--- src/rtl/dppd_pkg.sv ---
`default_nettype none

package dppd_pkg;

    // input item selector carried in tuser
    localparam logic [1:0] FUNC_START  = 2'd0;
    localparam logic [1:0] FUNC_LOAD   = 2'd1;
    localparam logic [1:0] FUNC_DECODE = 2'd2;

    // result status codes
    localparam logic [1:0] STAT_OK      = 2'd0;
    localparam logic [1:0] STAT_INVALID = 2'd1;
    localparam logic [1:0] STAT_OVERRUN = 2'd2;
    localparam logic [1:0] STAT_STOPPED = 2'd3;

    // register indexes on the apb port
    localparam logic [2:0] REG_INTER  = 3'd0;
    localparam logic [2:0] REG_TABLE  = 3'd1;
    localparam logic [2:0] REG_WIDTH  = 3'd2;
    localparam logic [2:0] REG_HEIGHT = 3'd3;
    localparam logic [2:0] REG_BASE   = 3'd4;

    localparam logic [9:0]  MAX_ROW_PAIRS = 10'd512;
    localparam logic [10:0] MAX_ROWS      = 11'd1024;
    localparam logic [7:0]  LAST_CODE     = 8'd144;
    localparam logic [7:0]  RUN_BIAS      = 8'd127;
    localparam logic [7:0]  MID_GRAY      = 8'h80;

    localparam int FRAME_PAIRS = 65536;
    localparam int TABLE_BYTES = 1024;

    typedef struct packed {
        logic [7:0]        base_even;
        logic [7:0]        base_odd;
        logic signed [8:0] delta_even;
        logic signed [8:0] delta_odd;
    } t_alu_in;

    typedef struct packed {
        logic [7:0] pix_even;
        logic [7:0] pix_odd;
    } t_alu_out;

    // table byte to signed delta; inter scales by 3/4 with floor
    function automatic logic signed [8:0] delta_of(input logic [7:0] e, input logic inter);
        logic [9:0] t3;
        t3 = {2'b00, e} + {1'b0, e, 1'b0};
        if (inter) begin
            return $signed({1'b0, t3[9:2]}) - 9'sd96;
        end
        return $signed({1'b0, e}) - 9'sd128;
    endfunction

endpackage

`default_nettype wire

--- src/rtl/dppd_pair_alu.sv ---
`default_nettype none

module dppd_pair_alu
    import dppd_pkg::*;
(
    input  t_alu_in  i_op,
    output t_alu_out o_res
);

    function automatic logic [7:0] clip_add(input logic [7:0] b, input logic signed [8:0] d);
        logic signed [9:0] s;
        s = $signed({2'b00, b}) + $signed({d[8], d});
        if (s < 10'sd0) begin
            return 8'd0;
        end
        if (s > 10'sd255) begin
            return 8'd255;
        end
        return s[7:0];
    endfunction

    assign o_res.pix_even = clip_add(i_op.base_even, i_op.delta_even);
    assign o_res.pix_odd  = clip_add(i_op.base_odd, i_op.delta_odd);

endmodule

`default_nettype wire

--- config.mk ---
export PLATFORM = sky130hd
export DESIGN_NAME = dppd_pair_alu
export DESIGN_NICKNAME = d
export VERILOG_FILES = /design/src/rtl/dppd_pkg.sv /design/src/rtl/dppd_pair_alu.sv
export SDC_FILE = /design/constraint.sdc
export NUM_CORES = 1
export LEC_CHECK = 0
export ABC_AREA = 1
export BUFFER_PORTS_ARGS = -buffer_cell sky130_fd_sc_hd__buf_2
export CORE_MARGIN = 2
export CORE_UTILIZATION = 50
export DETAILED_ROUTE_END_ITERATION = 10
export PLACE_DENSITY = 0.91
export REMOVE_ABC_BUFFERS = 1
export SLEW_MARGIN = 20
export SYNTH_ARGS = -nofsm -noshare
export SYNTH_HDL_FRONTEND = slang
export SYNTH_SLANG_ARGS = --single-unit
--- constraint.sdc ---
create_clock -name vclk -period 2.89
set_input_delay 0.578 -clock vclk [all_inputs]
set_output_delay 0.578 -clock vclk [all_outputs]
set_load 0.02 [all_outputs]
==> flow_summary.json, run 1 <==
{
  "cap_violations": 0,
  "path_class": "in -> out",
  "syn_area_um2": 1130,
  "fill_cells": 208,
  "postCtsHoldBufs": 0,
  "place_inst": 286,
  "power_density_nw_per_um2": 247,
  "regArea_um2": 0,
  "vias": 1374,
  "setup_slack_ns": 0.202,
  "slew_headroom": 0.831,
  "grt_max_degree": 6,
  "finalNonFillerCells": 286,
  "synth.largest_area_cell": "nand2_1",
  "rsz0062_at_grt": "no",
  "grt_overflow": 0,
  "port_buffers": 50,
  "place.gp.congestion": 0.812,
  "yosysTopAreaCellShare": 0.243,
  "required_ns": 2.31,
  "seq_area_frac_synth": 0,
  "cts_setup_buffers": 0,
  "n_antenna_cell": 0,
  "crit_arrival_ns": 2.11,
  "first_pass_iters": 4,
  "startpoint": "i_op[0]",
  "detail_route.wl_per_cell_um": 8.60,
  "rows": 17,
  "clock.fmax_mhz": 372,
  "core_area_um2": 2170,
  "path_max_fanout": 3,
  "yosysUniqueCellTypes": 16,
  "antenna_found_initial": 0,
  "syn_avg_cell_area_um2": 5.43,
  "initial_utilization": 0.520,
  "nets": 312,
  "tightest_slew_ns": 0.253,
  "period_minus_slack_ns": 2.69,
  "place_ws_ns": 0.198,
  "drc": 0,
  "clock_buffers": 0,
  "cts_resized": 0,
  "min_from": "i_op[8]",
  "min_path_type": "in -> out",
  "grt_pass1_vias": 1112,
  "layout-drive-gt1-share": 0.287,
  "cp-start-kind": "input pin",
  "grt_pass1_wl_mm": 4.19,
  "io_pins": 50,
  "grt_use_total": 0.191,
  "syn_inst": 208,
  "wirelength_mm": 2.46,
  "final.period_utilization": 0.930,
  "hold_violations": 0,
  "p_leak_nw": 0.951,
  "drt_iter0_drc": 20,
  "viasPerCell": 4.80,
  "synthTopCellsByArea": "nand2_1 24%, ha_1 18%, inv_1 15%",
  "drv_slew": 0,
  "synthesis.yosys.warnings": 0,
  "ant_nets": 0,
  "final_util": 0.652,
  "hpwl_mm": 2.26,
  "die_area_um2": 2650,
  "tns_ns": 0,
  "cp-end-kind": "output pin",
  "die_w_um": 51.5,
  "peakVddDrop_v": 0.000161,
  "fp.dieH_um": 51.5,
  "n_sequential_cell": 0,
  "area_growth_syn_to_layout_pct": 25.3,
  "outcome": "finished clean",
  "setup_viol": 0
}
==> path summary, 6_finish.rpt <==
path / end / slack [ns] / cells past startpoint
setup / recovery: o_res[7] / 0.20 / 12
hold / removal: o_res[3] / 1.66 / 5
==> per-layer routing <==
| metal | track usage | up-vias | wire [um] |
|---|---|---|---|
| met4 | 0 | 0 | 0 |
| met2 | 0.382 | 36 | 1260 |
| li1 | - | 746 | - |
| met1 | 0.240 | 592 | 1080 |
| met3 | 0 | 0 | 120 |
| met5 | 0 | - | 0 |
==> layout by cell type, fill, tap and decap left out, drive strengths merged <==
| master | synthesis | final |
|---|---|---|
| nor2 | 8 | 8 |
| a21oi | 12 | 12 |
| nand3 | 24 | 24 |
| ha | 16 | 16 |
| or2 | 2 | 2 |
| nand3b | 6 | 6 |
| fa | 2 | 2 |
| nand2 | 84 | 84 |
| nand4 | 2 | 2 |
| inv | 48 | 48 |
| buf | 0 | 50 |
| xor2 | 4 | 4 |
==> where the power goes <==
group          internal, mW  switching [mW]  total [mW]
logic                 0.133           0.215       0.349
registers                 0               0           0
clock network             0               0           0
total                 0.133           0.215       0.349
==> cells by family after synthesis <==
family / share of synthesized area
adders and majority gates: 0.213
xor gates and xnor gates: 0.0310
buffers and inverters: 0.160
and+or+nand+nor: 0.530
AOI/OAI and AO/OA: 0.0665
==> layout make-up <==
type	instances	area, um^2	area share
tap	28	35.0	0.0248
multi-input combinational	160	948	0.671
inverter	48	180	0.127
timing repair buffer	50	250	0.177
==> through the flow <==
stage	power [mW]	hold slack [ns]	area [um^2]
CTS	0.351	1.67	1410
floorplan	0.253	1.40	1130
detailed placement	0.349	1.67	1410
global placement	0.344	1.66	1410
finish	0.349	1.66	1410
global route	0.392	1.70	1410
==> Yosys cell counts, drive strengths merged <==
| cell type | n |
|---|---|
| or2 | 2 |
| nand3b | 6 |
| nand4 | 2 |
| inv | 48 |
| xor2 | 4 |
| nand2 | 84 |
| nand3 | 24 |
| nor2 | 8 |
| ha | 16 |
| fa | 2 |
| a21oi | 12 |
==> critical path, stage by stage <==
cell and delay, ns:
buf_2 0.08, ha_1 0.16, inv_1 0.05, fa_1 0.39
inv_1 0.09, nand3_1 0.10, nand2_2 0.10, nand2_2 0.07
nand3_1 0.07, nand2_1 0.10, a21oi_1 0.14, buf_2 0.18
(Power assumes the default switching activity.)
==> inputs of run 2 (changes only) <==
ABC_AREA = not set   (was 1)
PLACE_DENSITY = 0.92   (was 0.91)
==> flow_summary.json, run 2 <==
{
  "antenna_found_initial": 0,
  "vias": 1640,
  "fill_cells": 73,
  "slowest_stage": "o21ai_0",
  "outcome": "finished with violations",
  "initial_utilization": 0.540,
  "synthTopCellsByArea": "ha_1 19%, a21oi_1 7.5%, a21o_1 4.9%",
  "p_leak_nw": 0.807,
  "grt_pass1_vias": 1405,
  "slew_headroom": 0.725,
  "n_antenna_cell": 0,
  "hpwl_mm": 2.70,
  "hold_violations": 0,
  "cp_cell_sequence": "buf_2, buf_4, ha_4, a21oi_2, a21oi_1, o21ai_0, a21boi_0, a211oi_1, buf_2",
  "tightest_slew_ns": 0.409,
  "layout_commonest_cell": "buf_2",
  "yosysTopAreaCellShare": 0.187,
  "p_clk_frac": 0,
  "path_max_fanout": 3,
  "grt_max_degree": 17,
  "synth.largest_area_cell": "ha_1",
  "cap_violations": 0,
  "ant_nets": 0,
  "syn_inst": 147,
  "p_sw_mw": 0.316,
  "startpoint": "i_op[1]",
  "crit_family": "compound AO/OA/AOI/OAI gates",
  "timing.hold.ws_ns": 1.65,
  "power_density_nw_per_um2": 309,
  "period_minus_slack_ns": 3.03,
  "io_pins": 50,
  "drt_iter0_drc": 103,
  "tns_ns": -0.752,
  "final.period_utilization": 1.05,
  "fp.dieH_um": 50.3,
  "path_class": "in -> out",
  "place_inst": 232,
  "place_ws_ns": -0.318,
  "final_cell_mix": "39 x buf_2, 23 x buf_4, 9 x a21oi_2, 9 x nor2_1",
  "slowest_delay_ns": 0.35,
  "finalNonFillerCells": 237,
  "syn_avg_cell_area_um2": 7.29,
  "port_buffers": 50,
  "critPathMostFrequentCell": "buf_2",
  "wirelength_mm": 5.25,
  "n_sequential_cell": 0,
  "area_growth_syn_to_layout_pct": 70.9,
  "regArea_um2": 0,
  "path_buf_inv": 3,
  "die_area_um2": 2530,
  "yosysUniqueCellTypes": 44,
  "final_util": 0.924,
  "first_pass_iters": 6,
  "grt_overflow": 0,
  "crit_arrival_ns": 2.45,
  "min_path_type": "in -> out",
  "synthesis.yosys.warnings": 0,
  "p_seq_frac": 0,
  "setup_viol": 11,
  "clock_buffers": 0,
  "intPower_mw": 0.250,
  "peakVddDrop_v": 0.000276,
  "path_depth": 9,
  "p_sw_frac": 0.558,
  "syn_area_um2": 1070,
  "synth_common_cells": "16 x a21oi_1, 16 x ha_1, 10 x nor2_1",
  "placed_cell_area_um2": 1430,
  "finalPower_mw": 0.566,
  "cp-start-kind": "input pin",
  "detail_route.wl_per_cell_um": 22.2,
  "required_ns": 2.31,
  "viasPerCell": 6.92,
  "grt_pass1_wl_mm": 5.95,
  "die_w_um": 50.3,
  "worstSetupEndpoint": "o_res[5]",
  "grt_use_total": 0.289,
  "cp-end-kind": "output pin",
  "setup_slack_ns": -0.141,
  "p_comb_frac": 1.000,
  "core_area_um2": 1980,
  "rows": 16,
  "layout-drive-gt1-share": 0.571,
  "nets": 264,
  "failed_checks": "setup timing",
  "seq_area_frac_synth": 0,
  "drc": 0,
  "rsz0062_at_grt": "yes",
  "place.gp.congestion": 0.896,
  "fin_area_um2": 1830,
  "drv_slew": 0,
  "postCtsHoldBufs": 0,
  "clock.fmax_mhz": 330
}
[run 2: cell count changes after synthesis, moves of 6 or more]
cell	previous run	this run
nand2_2	11	0
nand3b_1	6	0
nand2_1	73	5
inv_1	45	9
nand3_1	18	1
a21oi_1	10	16
a21o_1	0	7
o21ai_0	0	6
[run 2: cell type report]
| class | count | area [um^2] | share of cell area |
|---|---|---|---|
| timing repair buffer | 68 | 435 | 0.238 |
| tap | 27 | 33.8 | 0.0185 |
| inverter | 10 | 37.5 | 0.0205 |
| multi-input combinational | 132 | 1320 | 0.723 |
[run 2: layer usage]
metal	vias up	GRT usage	wire [um]
met2	161	0.559	2520
met3	54	0.0238	539
li1	681	-	-
met4	0	0.125	412
met5	-	0	0
met1	744	0.314	1790
[run 2: kinds of logic (layout without fill, tap and decap cells)]
logic type               Yosys count  count (layout)  share of synthesized area
AND/OR/NAND/NOR                   41              41                      0.216
buffers and inverters             15              78                     0.0549
adder cells (fa/ha/maj)           18              18                      0.224
XOR/XNOR                          10              10                     0.0818
AO/OA/AOI/OAI                     63              63                      0.423
[run 2: what timing repair did]
| item | 4_1_cts | 5_1_grt |
|---|---|---|
| endpoints found under the setup margin | 16 | 16 |
| resized for setup | 26 | 44 |
| gates cloned | 0 | 0 |
| buffers inserted | 1 | 4 |
| pin swaps | 8 | 14 |
| endpoints found under the hold margin | 0 | 0 |
[run 2: power by group through the flow]
stage          registers, mW  clock network, mW  logic (mW)
2_1_floorplan              0                  0       0.270
3_3_place_gp               0                  0       0.381
3_5_place_dp               0                  0       0.402
4_1_cts                    0                  0       0.443
5_1_grt                    0                  0       0.589
6_report                   0                  0       0.566
[run 2: how the worst min path moves through the flow]
| stage | start | endpoint | cells after the start |
|---|---|---|---|
| CTS | i_op[17] | o_res[15] | 3 |
| global placement | i_op[17] | o_res[15] | 3 |
| finish | i_op[9] | o_res[8] | 5 |
| global route | i_op[9] | o_res[8] | 5 |
| detailed placement | i_op[17] | o_res[8] | 3 |
| floorplan | i_op[8] | o_res[2] | 1 |
